[config.mk]
export PLATFORM = sky130hd
export DESIGN_NAME = pgsa_queue
export DESIGN_NICKNAME = d
export VERILOG_FILES = /design/src/rtl/pgsa_pkg.sv /design/src/rtl/pgsa_queue.sv
export SDC_FILE = /design/constraint.sdc
export NUM_CORES = 1
export LEC_CHECK = 0
export ABC_CLOCK_PERIOD_IN_PS = 3530
export BUFFER_PORTS_ARGS = -buffer_cell sky130_fd_sc_hd__buf_2
export CAP_MARGIN = 10
export CORE_UTILIZATION = 50
export CTS_CLUSTER_SIZE = 30
export DETAILED_ROUTE_END_ITERATION = 7
export PLACE_DENSITY = 0.81
export SETUP_SLACK_MARGIN = 0.02
export SLEW_MARGIN = 5
export SYNTH_ARGS = -nofsm -noshare
export SYNTH_HDL_FRONTEND = slang
export SYNTH_SLANG_ARGS = --single-unit
[constraint.sdc]
create_clock -name clock -period 3.53 [get_ports clock]
set_clock_uncertainty 0.2 [all_clocks]
set_input_delay 0.706 -clock clock [delete_from_list [all_inputs] [get_ports clock]]
set_output_delay 0.706 -clock clock [all_outputs]
set_load 0.02 [all_outputs]
[src/rtl/pgsa_pkg.sv]
// ----------------------------------------------------------------------------
// Pixel gradient statistics package
// Shared constants, register codes and the types that pass between the front
// part, the item queue and the back part of the accumulator.
// ----------------------------------------------------------------------------
package pgsa_pkg;

   localparam int MAX_WIDTH   = 1024;
   localparam int MAX_HEIGHT  = 1024;
   localparam int FRAME_LIMIT = 65535;

   localparam int STORE_SIZE = MAX_WIDTH * MAX_HEIGHT;

   localparam int COL_W  = $clog2(MAX_WIDTH);
   localparam int ROW_W  = $clog2(MAX_HEIGHT);
   localparam int DIM_W  = $clog2(MAX_WIDTH + 1);
   localparam int HDIM_W = $clog2(MAX_HEIGHT + 1);
   localparam int IDX_W  = $clog2(STORE_SIZE);
   localparam int PROD_W = ROW_W + DIM_W;
   localparam int FRM_W  = $clog2(FRAME_LIMIT + 1);

   localparam int PIX_W        = 8;
   localparam int CFG_DIM_W    = 11;
   localparam int GRAD_W       = 9;
   localparam int GIDX_OUT_W   = 20;
   localparam int FRAMES_OUT_W = 16;
   localparam int FRAMES_OUT_MAX = (1 << FRAMES_OUT_W) - 1;
   localparam int CSR_IDX_W    = 2;
   localparam int CSR_DATA_W   = 11;

   localparam int MAX_GRAD = 510;
   localparam longint unsigned SUM_LIMIT = longint'(FRAME_LIMIT) * MAX_GRAD;
   localparam longint unsigned SQ_LIMIT  = longint'(FRAME_LIMIT) * MAX_GRAD * MAX_GRAD;
   localparam int SUM_W = $clog2(SUM_LIMIT + 1);
   localparam int SQ_W  = $clog2(SQ_LIMIT + 1);
   localparam int SQR_W = 2 * GRAD_W;

   localparam int LUMA_R     = 77;
   localparam int LUMA_G     = 150;
   localparam int LUMA_B     = 29;
   localparam int LUMA_SHIFT = 8;
   localparam int LUMA_SUM_W = PIX_W + LUMA_SHIFT;

   localparam int QUEUE_DEPTH = 4;
   localparam int QPTR_W      = $clog2(QUEUE_DEPTH);
   localparam int QLVL_W      = $clog2(QUEUE_DEPTH + 1);

   localparam logic [CFG_DIM_W-1:0] WIDTH_RESET  = CFG_DIM_W'(1024);
   localparam logic [CFG_DIM_W-1:0] HEIGHT_RESET = CFG_DIM_W'(1024);

   typedef enum logic [CSR_IDX_W-1:0] {
      CSR_FRAME_WIDTH  = 2'd0,
      CSR_FRAME_HEIGHT = 2'd1,
      CSR_GRAY_INPUT   = 2'd2
   } csr_index_type;

   typedef struct packed {
      logic [CFG_DIM_W-1:0] frame_width;
      logic [CFG_DIM_W-1:0] frame_height;
      logic                 gray_input;
   } cfg_type;

   typedef struct packed {
      logic             active;
      logic [IDX_W-1:0] idx;
   } clear_type;

   typedef struct packed {
      logic [PIX_W-1:0]        luma;
      logic                    grad_ok;
      logic [GRAD_W-1:0]       grad;
      logic [IDX_W-1:0]        gidx;
      logic [IDX_W-1:0]        pidx;
      logic                    active;
      logic                    eof;
      logic [FRAMES_OUT_W-1:0] frames_seen;
   } item_type;

endpackage

[src/rtl/pgsa_queue.sv]
// ----------------------------------------------------------------------------
// Pixel gradient statistics item queue
// Short first-in first-out queue between the front and the back part.
// ----------------------------------------------------------------------------
module pgsa_queue (
   input  logic                        clock,
   input  logic                        reset,
   input  logic                        push_valid,
   input  pgsa_pkg::item_type          push_item,
   input  logic                        pop_ready,
   output logic                        pop_valid,
   output pgsa_pkg::item_type          pop_item,
   output logic [pgsa_pkg::QLVL_W-1:0] level
);
   import pgsa_pkg::*;

   item_type            entry_ff [QUEUE_DEPTH];
   logic [QPTR_W-1:0]   wr_ptr_ff, wr_ptr_in, rd_ptr_ff, rd_ptr_in;
   logic [QLVL_W-1:0]   count_ff, count_in;
   logic                pop;

   assign pop_valid = count_ff != '0;
   assign pop_item  = entry_ff[rd_ptr_ff];
   assign level     = count_ff;
   assign pop       = pop_valid && pop_ready;

   always_comb begin
      wr_ptr_in = wr_ptr_ff;
      rd_ptr_in = rd_ptr_ff;
      count_in  = count_ff;
      if (push_valid) begin
         wr_ptr_in = (int'(wr_ptr_ff) == QUEUE_DEPTH - 1) ? '0 : wr_ptr_ff + 1'b1;
      end
      if (pop) begin
         rd_ptr_in = (int'(rd_ptr_ff) == QUEUE_DEPTH - 1) ? '0 : rd_ptr_ff + 1'b1;
      end
      if (push_valid && !pop) begin
         count_in = count_ff + 1'b1;
      end else if (pop && !push_valid) begin
         count_in = count_ff - 1'b1;
      end
   end

   always_ff @(posedge clock) begin
      if (reset) begin
         wr_ptr_ff <= '0;
         rd_ptr_ff <= '0;
         count_ff  <= '0;
      end else begin
         wr_ptr_ff <= wr_ptr_in;
         rd_ptr_ff <= rd_ptr_in;
         count_ff  <= count_in;
      end
      if (push_valid) begin
         entry_ff[wr_ptr_ff] <= push_item;
      end
   end

endmodule

Word level (Yosys, flattened, before mapping). Memories as Yosys holds them, arrays and structs flattened. A register that Yosys moved wholly into a read port is not among the register bits. Cells that the tools add are included.

Input port bits: 80. Memories kept: 1. Output and inout bits: 80. Bits in writable memories: 304. Register bits after elaboration: 7.

Memory list: entry_ff (words 4, bits a word 76, rd ports 1, clocked after Yosys merged registers in 1, wr ports 1, line pgsa_queue.sv:17) `item_type entry_ff [QUEUE_DEPTH];`.

Add/sub/neg operators: 4. Mux-type cells: 8. Eq/ne operators: 2. Reduce and logical (&&, ||, !) cells: 7.

Operators with widths (number): $mux 2 (4); $mux 3 (2); $add 2x1->2 const B (2); $eq 2x1->1 const B (2); $add 3x1->3 const B (1); $logic_and 1x1->1 (3); $reduce_bool 3->1 (1); $sub 3x1->3 const B (1); $logic_not 1->1 (2); $mux 1 (2); $reduce_bool 2->1 (1).

Longest topological paths before layout.
Depth in word-level cells: 5. Mapped depth: 7. Mapped depth without buffers: 7.

Worst setup path after synthesis. OpenSTA, ideal clock, no wires.

Path kind: input -> register. Start point: input port push_valid. End point: memory entry_ff[0][0] (netlist name) (enable). Buffers on the path: 0. Path slack: 0.408 ns. Required time: 2.888 ns. Cell stages on the path: 1. Arrival time: 2.480 ns. Library setup time: 0.442 ns. Cell sequence: and2_1.

Word-level cells in the longest chain between the ends: 2.

RTL lines: start, declared (line pgsa_queue.sv:8) `input logic push_valid,`; $mux 1 (line pgsa_queue.sv:54) `if (push_valid) begin`; $mux 1 (not written as such) (line pgsa_queue.sv:55) `entry_ff[wr_ptr_ff] <= push_item;`; end, declared (line pgsa_queue.sv:17).

No other way between the ends.

==> flow_summary.json <==
{
  "overflow": 0,
  "area_growth_pct": 18.10,
  "status": "completed",
  "route.detailed.drc": 0,
  "synth_area_sq_mm": 0.01145,
  "cts_buffers": 30,
  "yosysTopAreaCellShare_pct": 79.75,
  "synth_seq_cells": 313,
  "grt_pass1_vias": 5559,
  "grtUsageMet1_pct": 21.71,
  "p_leak_uw": 0.004583,
  "rrSetupSlack_ns": 0.89,
  "rsz0062_at_grt": "false",
  "power_density_mw_per_mm2": 678.9,
  "synth-main-ff-cell": "edfxtp_1",
  "grt_busiest_layer": "met2",
  "stdcell_count": 930,
  "globalplace.congestion": 0.6929,
  "holdWs_ns": 0.1909,
  "rows": 54,
  "clock_path_buffers": 3,
  "min_period_over_period_pct": 88.45,
  "drive_gt1_share_pct": 45.61,
  "core_area_sq_mm": 0.02216,
  "synth_area_leader_cell": "edfxtp_1",
  "die_height_um": 153.3,
  "slew_viol_final": 0,
  "min_path_cells": 1,
  "grt_max_degree": 50,
  "async_flop_share_pct": 0,
  "clk_pin_slew_worst_paths_ns": 0.06,
  "dpl.hpwl_um": 12390,
  "cts_tree": "yes",
  "place_area_sq_mm": 0.01259,
  "antenna_left": 0,
  "finalNetCount": 716,
  "drt_wl_total_um": 20140,
  "worst_slew_pin_slew_ns": 0.6824,
  "setup_viol": 0,
  "start_kind": "flop",
  "cts_setup_buffers": 0,
  "clock_sinks": 313,
  "chipWidth_um": 153.3,
  "holdCritStartpoint": "push_item[10]",
  "drt_iter0_markers": 210,
  "finalHoldViolations": 0,
  "start_util_pct": 51.65,
  "synth_edf_count": 304,
  "slew_headroom_pct": 54.51,
  "port_buffers": 159,
  "critPathKind": "flop to output port",
  "cts-resized-gates": 0,
  "io_pins": 160,
  "finalPower_uw": 9178,
  "syn_nets": 527,
  "drt_first_pass_iters": 4,
  "cts_max_level": 1,
  "met3_usage_pct": 3.828,
  "synth_area_leaders": "edfxtp_1, mux4_2, dfxtp_1",
  "timing.rr.end": "level[2]$_SDFFE_PP0P_",
  "max-cap-violations": 0,
  "grt_pass1_wl_um": 30870,
  "cp-end-kind": "output port",
  "grt_use_total_pct": 17.39,
  "fin_area_sq_mm": 0.01352,
  "reg2reg_from": "level[0]$_SDFFE_PP0P_",
  "ir_drop_v": 0.0004379,
  "layout_min_cycle_time_ns": 3.122,
  "crit_fanout": 34,
  "clock-root-buffer": "clkbuf_16",
  "die_area_sq_mm": 0.02350,
  "yosys_warnings": 0,
  "routedWlPerCell_um": 21.66,
  "arrival_ns": 2.22,
  "postSynthAreaPerCell_sq_um": 26.02,
  "cts_hold_buf": 0,
  "fmax_mhz": 320.3,
  "finalSetupTns_ns": 0,
  "ys_seq_area_share_pct": 81.32,
  "postSynthCellCount": 440,
  "hold_class": "input pin to flop",
  "holdPathEnd": "entry_ff[2][10]$_DFFE_PP_",
  "vias_per_cell": 5.549,
  "dp.cells": 877,
  "grtUsageMet2_pct": 30.59,
  "vias": 5161,
  "clk_latency_ns": 0.53,
  "synth.distinct_cells": 20,
  "rr_worst_depth": 7,
  "required_ns": 2.62,
  "antenna_found_initial": 2
}
-- metrics by stage --
step,utilization [%],setup WS (ns)
2_1_floorplan,-,0.4077
3_3_place_gp,56.81,0.9484
3_5_place_dp,56.81,0.8734
4_1_cts,60.99,0.3551
5_1_grt,60.99,0.2541
6_report,61.00,0.4077
-- cell families after synthesis --
kind of cell / share of synthesized area [%]
flops: 81.32
mux: 15.30
buf+inv: 1.585
simple gates: 0.6120
fa+ha+maj: 0.8307
compound gates: 0.1967
xor+xnor: 0.1531
-- registers in the layout, summed over array words and instances (netlist names), named ones only --
name       flops
entry_ff     304
level          3
rd_ptr_ff      2
wr_ptr_ff      2
-- report_power, final --
part	switching, uW	total, uW	internal, uW	leakage, uW
registers	122	4400	4280	0.00287
logic	999	1820	816	0.00126
clock network	1220	2970	1750	0.000456
-- per-layer routing --
metal  vias up  share of wire [%]  wire length (um)
met1      2690                 40              8157
met2       171                 52             10430
met5         -              0.040                 8
met3        33                5.8              1169
li1       2265                  -                 -
met4         2                1.9               382
-- worst max-delay path, cell delays in order (launching register included) --
cell	delay (ns)
dfxtp_4	0.57
buf_12	0.32
mux4_2	0.59
buf_2	0.18
-- cell type report --
| type | count | area, sq um |
|---|---|---|
| repair buffers | 174 | 945.9 |
| flip-flops and latches | 313 | 9316 |
| multi-input cells | 107 | 1967 |
| clock inverters | 8 | 61.31 |
| inverters | 3 | 11.26 |
| clock buffers | 44 | 864.6 |
| well taps | 280 | 350.3 |
| fillers | 1516 | 8642 |
| diodes | 1 | 2.502 |
-- worst max path at each step --
stage | startpoint | endpoint | cells after the start
finish | flop | pop_item[72] | 3
global route | flop | pop_item[72] | 3
CTS | flop | pop_item[72] | 3
detailed placement | pop_ready | level[2]$_SDFFE_PP0P_ | 8
global placement | flop | pop_item[72] | 3
floorplan | push_valid | entry_ff[0][0]$_DFFE_PP_ | 1
-- layout by cell type (no fill, tap or decap), types with 2 or more instances in the layout --
cell type / synthesis / final
clkbuf_1: 0 / 9
dfxtp_1: 9 / 7
and2_4: 0 / 4
clkinv_2: 0 / 4
buf_2: 5 / 159
a21oi_1: 2 / 2
dfxtp_4: 0 / 2
edfxtp_1: 304 / 304
mux4_2: 76 / 76
xor2_1: 2 / 2
clkbuf_8: 0 / 4
buf_4: 3 / 12
inv_1: 3 / 3
ha_1: 6 / 6
or3_1: 3 / 3
clkbuf_16: 0 / 31
buf_12: 5 / 3
clkinv_1: 0 / 3
mux2i_1: 4 / 4
nor2_1: 6 / 6
-- Yosys cell counts, types with 2 or more instances --
master	n
a21oi_1	2
and2_1	4
buf_1	3
buf_12	5
buf_2	5
buf_4	3
dfxtp_1	9
edfxtp_1	304
ha_1	6
inv_1	3
mux2i_1	4
mux4_2	76
nor2_1	6
or3_1	3
xor2_1	2
No activity file was read; power rests on OpenSTA's default activity.
