==> config.mk <==
export PLATFORM = sky130hd
export DESIGN_NAME = pgsa_back
export DESIGN_NICKNAME = d
export VERILOG_FILES = /design/src/rtl/pgsa_pkg.sv /design/src/rtl/pgsa_back.sv
export SDC_FILE = /design/constraint.sdc
export NUM_CORES = 1
export LEC_CHECK = 0
export BUFFER_PORTS_ARGS = -buffer_cell sky130_fd_sc_hd__buf_2
export CAP_MARGIN = 20
export CORE_UTILIZATION = 46
export CTS_CLUSTER_SIZE = 12
export DETAILED_ROUTE_END_ITERATION = 8
export HOLD_SLACK_MARGIN = 0.1
export PLACE_DENSITY = 0.75
export SYNTH_ARGS = -nofsm -noshare
export SYNTH_HDL_FRONTEND = slang
export SYNTH_SLANG_ARGS = --single-unit
==> constraint.sdc <==
create_clock -name clock -period 6.3 [get_ports clock]
set_clock_uncertainty 0.2 [all_clocks]
set_input_delay 1.26 -clock clock [delete_from_list [all_inputs] [get_ports clock]]
set_output_delay 1.26 -clock clock [all_outputs]
set_load 0.005 [all_outputs]
==> src/rtl/pgsa_pkg.sv <==
// ----------------------------------------------------------------------------
// Pixel gradient statistics package
// Shared constants, register codes and the types that pass between the front
// part, the item queue and the back part of the accumulator.
// ----------------------------------------------------------------------------
package pgsa_pkg;

   localparam int MAX_WIDTH   = 1024;
   localparam int MAX_HEIGHT  = 1024;
   localparam int FRAME_LIMIT = 65535;

   localparam int STORE_SIZE = MAX_WIDTH * MAX_HEIGHT;

   localparam int COL_W  = $clog2(MAX_WIDTH);
   localparam int ROW_W  = $clog2(MAX_HEIGHT);
   localparam int DIM_W  = $clog2(MAX_WIDTH + 1);
   localparam int HDIM_W = $clog2(MAX_HEIGHT + 1);
   localparam int IDX_W  = $clog2(STORE_SIZE);
   localparam int PROD_W = ROW_W + DIM_W;
   localparam int FRM_W  = $clog2(FRAME_LIMIT + 1);

   localparam int PIX_W        = 8;
   localparam int CFG_DIM_W    = 11;
   localparam int GRAD_W       = 9;
   localparam int GIDX_OUT_W   = 20;
   localparam int FRAMES_OUT_W = 16;
   localparam int FRAMES_OUT_MAX = (1 << FRAMES_OUT_W) - 1;
   localparam int CSR_IDX_W    = 2;
   localparam int CSR_DATA_W   = 11;

   localparam int MAX_GRAD = 510;
   localparam longint unsigned SUM_LIMIT = longint'(FRAME_LIMIT) * MAX_GRAD;
   localparam longint unsigned SQ_LIMIT  = longint'(FRAME_LIMIT) * MAX_GRAD * MAX_GRAD;
   localparam int SUM_W = $clog2(SUM_LIMIT + 1);
   localparam int SQ_W  = $clog2(SQ_LIMIT + 1);
   localparam int SQR_W = 2 * GRAD_W;

   localparam int LUMA_R     = 77;
   localparam int LUMA_G     = 150;
   localparam int LUMA_B     = 29;
   localparam int LUMA_SHIFT = 8;
   localparam int LUMA_SUM_W = PIX_W + LUMA_SHIFT;

   localparam int QUEUE_DEPTH = 4;
   localparam int QPTR_W      = $clog2(QUEUE_DEPTH);
   localparam int QLVL_W      = $clog2(QUEUE_DEPTH + 1);

   localparam logic [CFG_DIM_W-1:0] WIDTH_RESET  = CFG_DIM_W'(1024);
   localparam logic [CFG_DIM_W-1:0] HEIGHT_RESET = CFG_DIM_W'(1024);

   typedef enum logic [CSR_IDX_W-1:0] {
      CSR_FRAME_WIDTH  = 2'd0,
      CSR_FRAME_HEIGHT = 2'd1,
      CSR_GRAY_INPUT   = 2'd2
   } csr_index_type;

   typedef struct packed {
      logic [CFG_DIM_W-1:0] frame_width;
      logic [CFG_DIM_W-1:0] frame_height;
      logic                 gray_input;
   } cfg_type;

   typedef struct packed {
      logic             active;
      logic [IDX_W-1:0] idx;
   } clear_type;

   typedef struct packed {
      logic [PIX_W-1:0]        luma;
      logic                    grad_ok;
      logic [GRAD_W-1:0]       grad;
      logic [IDX_W-1:0]        gidx;
      logic [IDX_W-1:0]        pidx;
      logic                    active;
      logic                    eof;
      logic [FRAMES_OUT_W-1:0] frames_seen;
   } item_type;

endpackage

==> src/rtl/pgsa_back.sv <==
// ----------------------------------------------------------------------------
// Pixel gradient statistics back part
// Clears the per-pixel stores after reset, then updates maximum luma,
// gradient sum and gradient square sum by read-modify-write and holds the
// result in the output register.
// ----------------------------------------------------------------------------
module pgsa_back (
   input  logic                              clock,
   input  logic                              reset,
   input  logic                              pop_valid,
   input  pgsa_pkg::item_type                pop_item,
   output logic                              pop_ready,
   output pgsa_pkg::clear_type               clr,
   output logic                              rsp_valid,
   input  logic                              rsp_ready,
   output logic [pgsa_pkg::PIX_W-1:0]        rsp_luma,
   output logic                              rsp_grad_valid,
   output logic [pgsa_pkg::GRAD_W-1:0]       rsp_gradient,
   output logic [pgsa_pkg::GIDX_OUT_W-1:0]   rsp_grad_pixel_index,
   output logic                              rsp_end_of_frame,
   output logic [pgsa_pkg::FRAMES_OUT_W-1:0] rsp_frames_seen
);
   import pgsa_pkg::*;

   typedef struct packed {
      logic [PIX_W-1:0]        luma;
      logic                    grad_valid;
      logic [GRAD_W-1:0]       gradient;
      logic [GIDX_OUT_W-1:0]   grad_pixel_index;
      logic                    end_of_frame;
      logic [FRAMES_OUT_W-1:0] frames_seen;
   } rsp_type;

   logic [PIX_W-1:0]  max_mem [STORE_SIZE];
   logic [SUM_W-1:0]  sum_mem [STORE_SIZE];
   logic [SQ_W-1:0]   sq_mem  [STORE_SIZE];

   logic              clr_active_ff, clr_active_in;
   logic [IDX_W-1:0]  clr_idx_ff, clr_idx_in;

   logic              b_valid_ff, b_valid_in;
   item_type          b_item_ff;
   logic [PIX_W-1:0]  max_rd_ff;
   logic [SUM_W-1:0]  sum_rd_ff;
   logic [SQ_W-1:0]   sq_rd_ff;

   logic              fmax_valid_ff, fmax_valid_in;
   logic [IDX_W-1:0]  fmax_addr_ff;
   logic [PIX_W-1:0]  fmax_data_ff;
   logic              fgrad_valid_ff, fgrad_valid_in;
   logic [IDX_W-1:0]  fgrad_addr_ff;
   logic [SUM_W-1:0]  fsum_ff;
   logic [SQ_W-1:0]   fsq_ff;

   logic              rsp_valid_ff, rsp_valid_in;
   rsp_type           rsp_ff, rsp_in;

   logic              b_adv, pop;
   logic [PIX_W-1:0]  cur_max, new_max;
   logic [SUM_W-1:0]  cur_sum, new_sum;
   logic [SQ_W-1:0]   cur_sq, new_sq;
   logic [SQR_W-1:0]  grad_sq;

   assign clr.active = clr_active_ff;
   assign clr.idx    = clr_idx_ff;

   assign b_adv     = b_valid_ff && (!rsp_valid_ff || rsp_ready);
   assign pop_ready = !b_valid_ff || b_adv;
   assign pop       = pop_valid && pop_ready;

   always_comb begin
      clr_active_in = clr_active_ff;
      clr_idx_in    = clr_idx_ff;
      if (clr_active_ff) begin
         clr_idx_in = clr_idx_ff + 1'b1;
         if (clr_idx_ff == IDX_W'(STORE_SIZE - 1)) begin
            clr_active_in = 1'b0;
         end
      end
   end

   always_comb begin
      cur_max = (fmax_valid_ff && fmax_addr_ff == b_item_ff.pidx) ? fmax_data_ff : max_rd_ff;
      new_max = (b_item_ff.luma > cur_max) ? b_item_ff.luma : cur_max;
      if (fgrad_valid_ff && fgrad_addr_ff == b_item_ff.gidx) begin
         cur_sum = fsum_ff;
         cur_sq  = fsq_ff;
      end else begin
         cur_sum = sum_rd_ff;
         cur_sq  = sq_rd_ff;
      end
      grad_sq = SQR_W'(b_item_ff.grad) * SQR_W'(b_item_ff.grad);
      new_sum = cur_sum + SUM_W'(b_item_ff.grad);
      new_sq  = cur_sq + SQ_W'(grad_sq);
   end

   always_comb begin
      b_valid_in     = pop ? 1'b1 : (b_adv ? 1'b0 : b_valid_ff);
      rsp_valid_in   = b_adv ? 1'b1 : (rsp_ready ? 1'b0 : rsp_valid_ff);
      fmax_valid_in  = fmax_valid_ff || (b_adv && b_item_ff.active);
      fgrad_valid_in = fgrad_valid_ff || (b_adv && b_item_ff.grad_ok);
      rsp_in         = rsp_ff;
      if (b_adv) begin
         rsp_in.luma             = b_item_ff.luma;
         rsp_in.grad_valid       = b_item_ff.grad_ok;
         rsp_in.gradient         = b_item_ff.grad;
         rsp_in.grad_pixel_index = GIDX_OUT_W'(b_item_ff.gidx);
         rsp_in.end_of_frame     = b_item_ff.eof;
         rsp_in.frames_seen      = b_item_ff.frames_seen;
      end
   end

   always_ff @(posedge clock) begin
      if (clr_active_ff) begin
         max_mem[clr_idx_ff] <= '0;
         sum_mem[clr_idx_ff] <= '0;
         sq_mem[clr_idx_ff]  <= '0;
      end else if (b_adv) begin
         if (b_item_ff.active) begin
            max_mem[b_item_ff.pidx] <= new_max;
         end
         if (b_item_ff.grad_ok) begin
            sum_mem[b_item_ff.gidx] <= new_sum;
            sq_mem[b_item_ff.gidx]  <= new_sq;
         end
      end
      if (pop) begin
         b_item_ff <= pop_item;
         max_rd_ff <= max_mem[pop_item.pidx];
         sum_rd_ff <= sum_mem[pop_item.gidx];
         sq_rd_ff  <= sq_mem[pop_item.gidx];
      end
   end

   always_ff @(posedge clock) begin
      if (reset) begin
         clr_active_ff  <= 1'b1;
         clr_idx_ff     <= '0;
         b_valid_ff     <= 1'b0;
         fmax_valid_ff  <= 1'b0;
         fgrad_valid_ff <= 1'b0;
         rsp_valid_ff   <= 1'b0;
      end else begin
         clr_active_ff  <= clr_active_in;
         clr_idx_ff     <= clr_idx_in;
         b_valid_ff     <= b_valid_in;
         fmax_valid_ff  <= fmax_valid_in;
         fgrad_valid_ff <= fgrad_valid_in;
         rsp_valid_ff   <= rsp_valid_in;
      end
      rsp_ff <= rsp_in;
      if (b_adv && b_item_ff.active) begin
         fmax_addr_ff <= b_item_ff.pidx;
         fmax_data_ff <= new_max;
      end
      if (b_adv && b_item_ff.grad_ok) begin
         fgrad_addr_ff <= b_item_ff.gidx;
         fsum_ff       <= new_sum;
         fsq_ff        <= new_sq;
      end
   end

   assign rsp_valid            = rsp_valid_ff;
   assign rsp_luma             = rsp_ff.luma;
   assign rsp_grad_valid       = rsp_ff.grad_valid;
   assign rsp_gradient         = rsp_ff.gradient;
   assign rsp_grad_pixel_index = rsp_ff.grad_pixel_index;
   assign rsp_end_of_frame     = rsp_ff.end_of_frame;
   assign rsp_frames_seen      = rsp_ff.frames_seen;

endmodule

# Word level (Yosys, flattened, before mapping)
# Index checks and enable logic that the tools add are counted.
# totals
romBits	0
ff_bits	133
elab_cells	32
out_inout_bits	78
latch_bits	0
mem_count	0
ram_bits	0
# op_classes
order_cmp	0
n_eq_ne	1
mux	6
n_mul	0
n_addsub	1
reduce_logical	8
shift	0
div_mod_pow	0
bitwise_logic	0
# ops
operator	n
20-bit by 1-bit adder with 20-bit output (second input constant)	1
20-bit equality test (second input constant)	1
1-bit two-way mux	6
2-bit nonzero test	2
1-bit logical AND	2
1-bit logical NOT	2
1-bit logical OR	2

# Longest topological paths before layout
# Gate-level depths: netlist of the first run.
# logic_depth
ltp_word	6
depth_mapped	6

# Worst setup path after synthesis of the first run
# OpenSTA, ideal clock, no wires.
# synth_path
path_type	input -> register
from	input rsp_ready
to	register rsp_ff, in the netlist rsp_end_of_frame, enable pin
setup_time_ns	0.475
cell_stages	2
slack_ns	1.836
arrival_ns	3.790
path_cell_list	nor2b_1 > nor2b_1
# synth_via
elab_chain_cells	2
# synth_lines
element	line	text
start: declaration	pgsa_back.sv:15	input logic rsp_ready,
1-bit logical OR	pgsa_back.sv:67	assign b_adv = b_valid_ff && (!rsp_valid_ff || rsp_ready);
1-bit logical AND	pgsa_back.sv:67	
via b_adv	pgsa_back.sv:58	logic b_adv, pop;
end signal: assignment	pgsa_back.sv:151	rsp_ff <= rsp_in;
end: declaration	pgsa_back.sv:56	rsp_type rsp_ff, rsp_in;
# The timed path passes the listed nets, and every way through them passes these cells.
# A chain may end at the register's enable or synchronous reset.

# Final worst setup path of the first run
# layout_path
from	input rsp_ready
to	output pop_ready
# layout_via
elab_chain_cells	3
# layout_lines
element	line	text
1-bit logical OR	pgsa_back.sv:67	
1-bit logical AND	pgsa_back.sv:67	
1-bit logical OR	pgsa_back.sv:68	assign pop_ready = !b_valid_ff || b_adv;
end: declaration	pgsa_back.sv:12	output logic pop_ready,
# No other way between the ends.

==> results of run 1 <==
-- area by class of cell --
class	count	area, µm²	share of cell area
clock buffers	18	418	0.0729
clock inverters	14	166	0.0290
inverters	2	7.51	0.00131
multi-input cells	90	541	0.0943
flip-flops and latches	133	3760	0.657
well taps	111	139	0.0242
repair buffers	138	696	0.121
-- placed cells by master (no fill, tap or decap), types with 2 or more instances in the layout --
master,n
nor3_1,3
clkinvlp_4,3
or3_1,5
clkbuf_16,16
buf_2,136
edfxtp_1,110
nor2_1,18
inv_8,2
bufinv_16,2
nor4_1,2
o21ai_0,5
o31ai_1,3
xor2_1,4
a21oi_1,9
nand3_1,5
dfxtp_1,23
nand2_1,10
nand4_1,5
inv_6,6
xnor2_1,7
buf_4,2
inv_1,2
or4_1,5
-- synthesized netlist by cell type, types with 2 or more instances --
master / instances
nor4_1: 2
nor2b_1: 2
clkbuf_1: 4
buf_2: 2
o31ai_1: 3
nand2_1: 10
nand4_1: 5
edfxtp_1: 110
or4_1: 5
xor2_1: 4
nand3_1: 5
nor3_1: 3
or3_1: 5
dfxtp_1: 23
a21oi_1: 9
o21ai_0: 5
xnor2_1: 7
inv_1: 2
nor2_1: 18
-- worst max-delay path, cell delays in order --
cell	delay, ps
buf_2	100
nor2b_1	310
nand2_1	110
buf_2	150
-- logic make-up after synthesis --
family                   synth area share
XOR/XNOR                           0.0222
adder cells (fa/ha/maj)           0.00289
AND/OR/NAND/NOR                    0.0739
AO/OA/AOI/OAI                      0.0214
multiplexers                      0.00231
buffers and inverters             0.00924
flip-flops                          0.868
-- worst paths after layout --
path	from	cells past startpoint	end
setup / recovery	rsp_ready	4	pop_ready
hold / removal	b_item_ff[64]$_DFFE_PP_	0	rsp_gradient[6]$_DFFE_PP_
setup reg to reg	clr_active_ff$_SDFF_PP1_	4	clr_idx_ff[19]$_SDFFE_PP0P_
hold reg to reg	b_item_ff[64]$_DFFE_PP_	0	rsp_gradient[6]$_DFFE_PP_
-- power by group through the flow --
stage / logic (W) / registers (W) / clock network [W]
floorplan: 0.0000171 / 0.00103 / 0
global placement: 0.0000603 / 0.00103 / 0
detailed placement: 0.0000621 / 0.00103 / 0
CTS: 0.0000624 / 0.00101 / 0.000963
global route: 0.0000677 / 0.00101 / 0.00100
finish: 0.0000607 / 0.00101 / 0.000944
-- per-layer routing --
| layer | track usage | vias to the layer above | share of wire |
|---|---|---|---|
| met5 | 0 | - | 0 |
| li1 | - | 1192 | - |
| met2 | 0.240 | 100 | 0.48 |
| met3 | 0.0723 | 4 | 0.084 |
| met1 | 0.191 | 1189 | 0.43 |
| met4 | 0.0611 | 0 | 0.0042 |
-- registers in the layout, summed over array words and instances, names as in the netlist --
| signal | count |
|---|---|
| rsp_luma | 8 |
| rsp_grad_pixel_index | 20 |
| rsp_gradient | 9 |
| b_item_ff | 55 |
| rsp_end_of_frame | 1 |
| clr_idx_ff | 20 |
| b_valid_ff | 1 |
| rsp_valid | 1 |
| clr_active_ff | 1 |
| rsp_grad_valid | 1 |
| rsp_frames_seen | 16 |
-- stage by stage --
stage	setup slack [ps]	hold WS [ps]	power, W
2_1_floorplan	1840	200	0.00105
3_3_place_gp	2910	200	0.00109
3_5_place_dp	2920	205	0.00109
4_1_cts	2910	214	0.00204
5_1_grt	2850	220	0.00209
6_report	2920	216	0.00201
==> summary.md, run 1 <==
| Metric | Value |
|---|---|
| Diodes inserted | `0` |
| Placed cell areas | `0.00515 mm²` |
| CTS Root Cell | `clkbuf_8` |
| P_sw | `0.000412 W` |
| Cell area after synthesis | `0.00434 mm²` |
| Site Rows | `35` |
| Vias in the first global route | `2,320` |
| Total vias in the final route | `2,485` |
| GRT overflow | `0` |
| Synth Net Count | `313` |
| Worst R2R Setup Slack | `4040 ps` |
| Pint | `0.00160 W` |
| Port Buffers | `136` |
| Setup tns final | `0 ps` |
| Via-to-Cell Ratio | `4.91` |
| #FFs+latches synth | `133` |
| Sequential cell fraction of total power | `0.501` |
| Top cells by area, synth | `edfxtp_1, dfxtp_1, nor2_1, xnor2_1, a21oi_1` |
| Setup CP Type | `input pin to output pin` |
| Power Dens Cells | `352 mW/mm²` |
| Antenna viol nets, final | `0` |
| Total of max-cap violations | `0` |
| DRT iter0 DRCs | `78` |
| CTS Buf Count | `17` |
| FFs w/ async S/R, synth | `0` |
| Initial antenna violation count | `0` |
| CTS Buffer Depth | `2` |
| Synthesized area per cell | `18.7 µm²` |
| H-tree depth | `4` |
| Worst Path Max Fanout | `4` |
| First-pass GRT wire length | `11,300 µm` |
| Slew headroom | `0.543` |
| Die Area | `0.00982 mm²` |
| CTS Hold Bufs | `0` |
| Max Slew Vio Count | `0` |
| I/O pins | `158` |
| Minimum clock period | `3380 ps` |
| Placed Cells | `474` |
| Clock latency on the worst-skew pair | `490 ps` |
| Area delta synth->final | `32.2%` |
| Combinational share of power | `0.030` |
| Die H | `99.1 µm` |
| WL/cell | `14.6 µm` |
| Setup bufs post-CTS | `0` |
| CTS sink cnt | `133` |
| Synth warn | `0` |
| Largest net degree at the start of global routing | `56` |
| RSZ-0062 raised after global routing | `false` |
| Worst setup SP type | `input pin` |
| Routability Congestion | `0.759` |
| Nature of the critical path endpoint | `output pin` |
| Fin crit share | `0.537` |
| CTS resizes | `0` |
| Status | `finished clean` |
| First-pass DRT Iterations | `4` |
| TritonCTS clock tree | `yes` |
| Hold Fails Final Rpt | `0` |
| Worst slew pin tran | `686 ps` |
| Setup violators final | `0` |
| Clock transition at path regs | `60 ps` |
| Final Non-Filler Cells | `506` |
| Fillers | `669` |
| Fraction of layout cells with a size suffix above 1 | `0.441` |
| Starting Density | `0.471` |
| Number of synthesized flops with an enable pin | `110` |
| DRT Wirelength | `7410 µm` |
| Ys flop type | `edfxtp_1` |
| Total GRT Usage | `0.156` |
| Fmax | `295 MHz` |
| # DRC | `0` |
| Finished Core Util | `0.623` |
| Final Cell Area | `0.00573 mm²` |
| Required @ worst endpoint | `4840 ps` |
| Post-synth top area cell | `edfxtp_1` |
| Sequential-to-total area share from yosys stat | `0.868` |
| Switching Share | `0.205` |
| DIE WIDTH | `99.1 µm` |
| Worst VDD drop | `0.196 mV` |
| Post-DP HPWL | `4950 µm` |
| Hold Crit Class | `flip-flop to flip-flop` |
| Clock power frac | `0.468` |
| Arrival time worst endpoint | `1920 ps` |
| Final #Nets | `463` |
| Core area | `0.00920 mm²` |
| P_leak | `2.21 nW` |
| Post-synthesis cell type count | `27` |
| Post-synth top area share | `0.762` |
| Post-Syn Instances | `232` |
No activity file was read; power rests on OpenSTA's default activity.
==> inputs of run 2 (changes only) <==
Settings changed: CORE_UTILIZATION 46 to 44.
Clock period 6.3 ns to 3.1 ns, I/O delays scaled along.
==> summary.md, run 2 (synthesis results as in run 1) <==
| Metric | Value |
|---|---|
| Hold Fails Final Rpt | `0` |
| Post-DP HPWL | `5100 µm` |
| Initial antenna violation count | `0` |
| CTS Buf Count | `17` |
| Nature of the critical path endpoint | `flip-flop` |
| Clock power frac | `0.465` |
| Worst setup SP type | `flip-flop` |
| Clock transition at path regs | `60 ps` |
| P_sw | `0.000884 W` |
| Worst slew pin tran | `635 ps` |
| Placed cell areas | `0.00520 mm²` |
| Power Dens Cells | `661 mW/mm²` |
| # DRC | `0` |
| Top delay family on crit path | `simple AND/OR/NAND/NOR gates` |
| Fraction of layout cells with a size suffix above 1 | `0.388` |
| Multi-input logic area | `541 µm²` |
| Combinational share of power | `0.045` |
| Placed Cells | `493` |
| Setup CP Type | `flip-flop to flip-flop` |
| Worst path slowest cell | `or4_1` |
| Largest register FFs | `55` |
| Fin crit share | `0.724` |
| Setup violators final | `0` |
| Clock latency on the worst-skew pair | `500 ps` |
| Fillers | `659` |
| First-pass GRT wire length | `12,900 µm` |
| Antenna viol nets, final | `0` |
| Largest net degree at the start of global routing | `30` |
| Switching Share | `0.211` |
| DIE WIDTH | `101 µm` |
| Routability Congestion | `0.803` |
| I/O pins | `158` |
| Die Area | `0.0103 mm²` |
| Minimum clock period | `2240 ps` |
| Setup bufs post-CTS | `0` |
| Fmax | `446 MHz` |
| Largest Register | `b_item_ff` |
| Hold_ws | `145 ps` |
| Register area | `0.00376 mm²` |
| CTS resizes | `0` |
| Status | `finished clean` |
| Crit path buf inv count | `0` |
| Crit path cell chain | `nand4_4 > or4_1 > or3_1 > a21oi_1` |
| Sequential cell fraction of total power | `0.490` |
| Total GRT Usage | `0.172` |
| Diodes inserted | `0` |
| Final #Nets | `519` |
| Hold Crit Class | `input pin to flip-flop` |
| Port Buffers | `136` |
| H-tree depth | `4` |
| Required @ worst endpoint | `3330 ps` |
| Max Slew Vio Count | `0` |
| DRT Wirelength | `8550 µm` |
| P_leak | `2.45 nW` |
| CTS sink cnt | `133` |
| Commonest non-fill, non-tap cells in the layout | `buf_2, edfxtp_1, dlygate4sd3_1` |
| Arrival time worst endpoint | `2480 ps` |
| CTS Buffer Depth | `2` |
| Total of max-cap violations | `0` |
| Worst VDD drop | `0.364 mV` |
| Final Non-Filler Cells | `580` |
| Pint | `0.00331 W` |
| DRT iter0 DRCs | `140` |
| TritonCTS clock tree | `yes` |
| Setup tns final | `0 ps` |
| RSZ-0062 raised after global routing | `false` |
| WL/cell | `14.7 µm` |
| Worst Path Max Fanout | `9` |
| Total vias in the final route | `2,715` |
| Vias in the first global route | `2,642` |
| Area delta synth->final | `46.2%` |
| Critical Path Max Stage Delay | `680 ps` |
| Starting Density | `0.463` |
| Via-to-Cell Ratio | `4.68` |
| CTS Root Cell | `clkbuf_8` |
| Slew headroom | `0.577` |
| Most common cell after layout, fill and taps aside | `buf_2` |
| Final Cell Area | `0.00634 mm²` |
| First-pass DRT Iterations | `5` |
| GRT overflow | `0` |
| Site Rows | `35` |
| Die H | `101 µm` |
| Core area | `0.00937 mm²` |
==> run 2: cell count changes in the layout (fill, tap and decap cells not counted) <==
| cell | delta |
|---|---|
| dlygate4sd3_1 | +55 |
| buf_12 | +2 |
| inv_6 | -2 |
| buf_4 | -1 |
| clkinvlp_4 | +1 |
| inv_8 | +1 |
==> run 2: area by class of cell <==
| type | count | area share |
|---|---|---|
| tap | 129 | 0.0255 |
| clock inverter | 14 | 0.0265 |
| inverter | 2 | 0.00118 |
| timing repair buffer | 194 | 0.202 |
| sequential | 133 | 0.594 |
| clock buffer | 18 | 0.0659 |
| multi-input combinational | 90 | 0.0853 |
==> run 2: repair_timing <==
action                                 CTS  global route
endpoints found under the hold margin   55             0
setup endpoints to repair                0             0
hold buffers                            55             0
==> run 2: stage by stage <==
| stage | total power (W) | setup WS (ps) | util |
|---|---|---|---|
| after floorplan | 0.00213 | 341 | - |
| after global placement | 0.00222 | 826 | 0.555 |
| after detailed placement | 0.00222 | 787 | 0.555 |
| after CTS | 0.00423 | 842 | 0.676 |
| after global routing | 0.00432 | 728 | 0.676 |
| final | 0.00419 | 856 | 0.676 |
==> run 2: final timing paths <==
check | depth (start not counted) | end | from | slack (ps)
setup / recovery | 4 | clr_idx_ff[19]$_SDFFE_PP0P_ | clr_active_ff$_SDFF_PP1_ | 860
hold reg to reg | 0 | rsp_frames_seen[8]$_DFFE_PP_ | b_item_ff[8]$_DFFE_PP_ | 210
setup reg to reg | 4 | clr_idx_ff[19]$_SDFFE_PP0P_ | clr_active_ff$_SDFF_PP1_ | 860
hold / removal | 3 | b_valid_ff$_SDFFE_PP0P_ | pop_valid | 150
==> run 2: routing by layer <==
| metal | part of all wire | wire, µm | track usage |
|---|---|---|---|
| met3 | 0.072 | 614 | 0.0511 |
| met1 | 0.41 | 3530 | 0.204 |
| met2 | 0.51 | 4350 | 0.296 |
| met4 | 0.0059 | 50 | 0.0702 |
| met5 | 0 | 0 | 0 |
==> run 2: worst min-delay path: stages <==
cell	delay [ps]
buf_2	90
a21oi_1	40
nor2_1	70
==> run 2: power by group through the flow <==
| stage | clock [W] | sequential, W | combinational [W] |
|---|---|---|---|
| after global placement | 0 | 0.00209 | 0.000130 |
| final | 0.00195 | 0.00205 | 0.000190 |
| after floorplan | 0 | 0.00209 | 0.0000351 |
| after CTS | 0.00199 | 0.00205 | 0.000189 |
| after detailed placement | 0 | 0.00209 | 0.000133 |
| after global routing | 0.00205 | 0.00206 | 0.000208 |
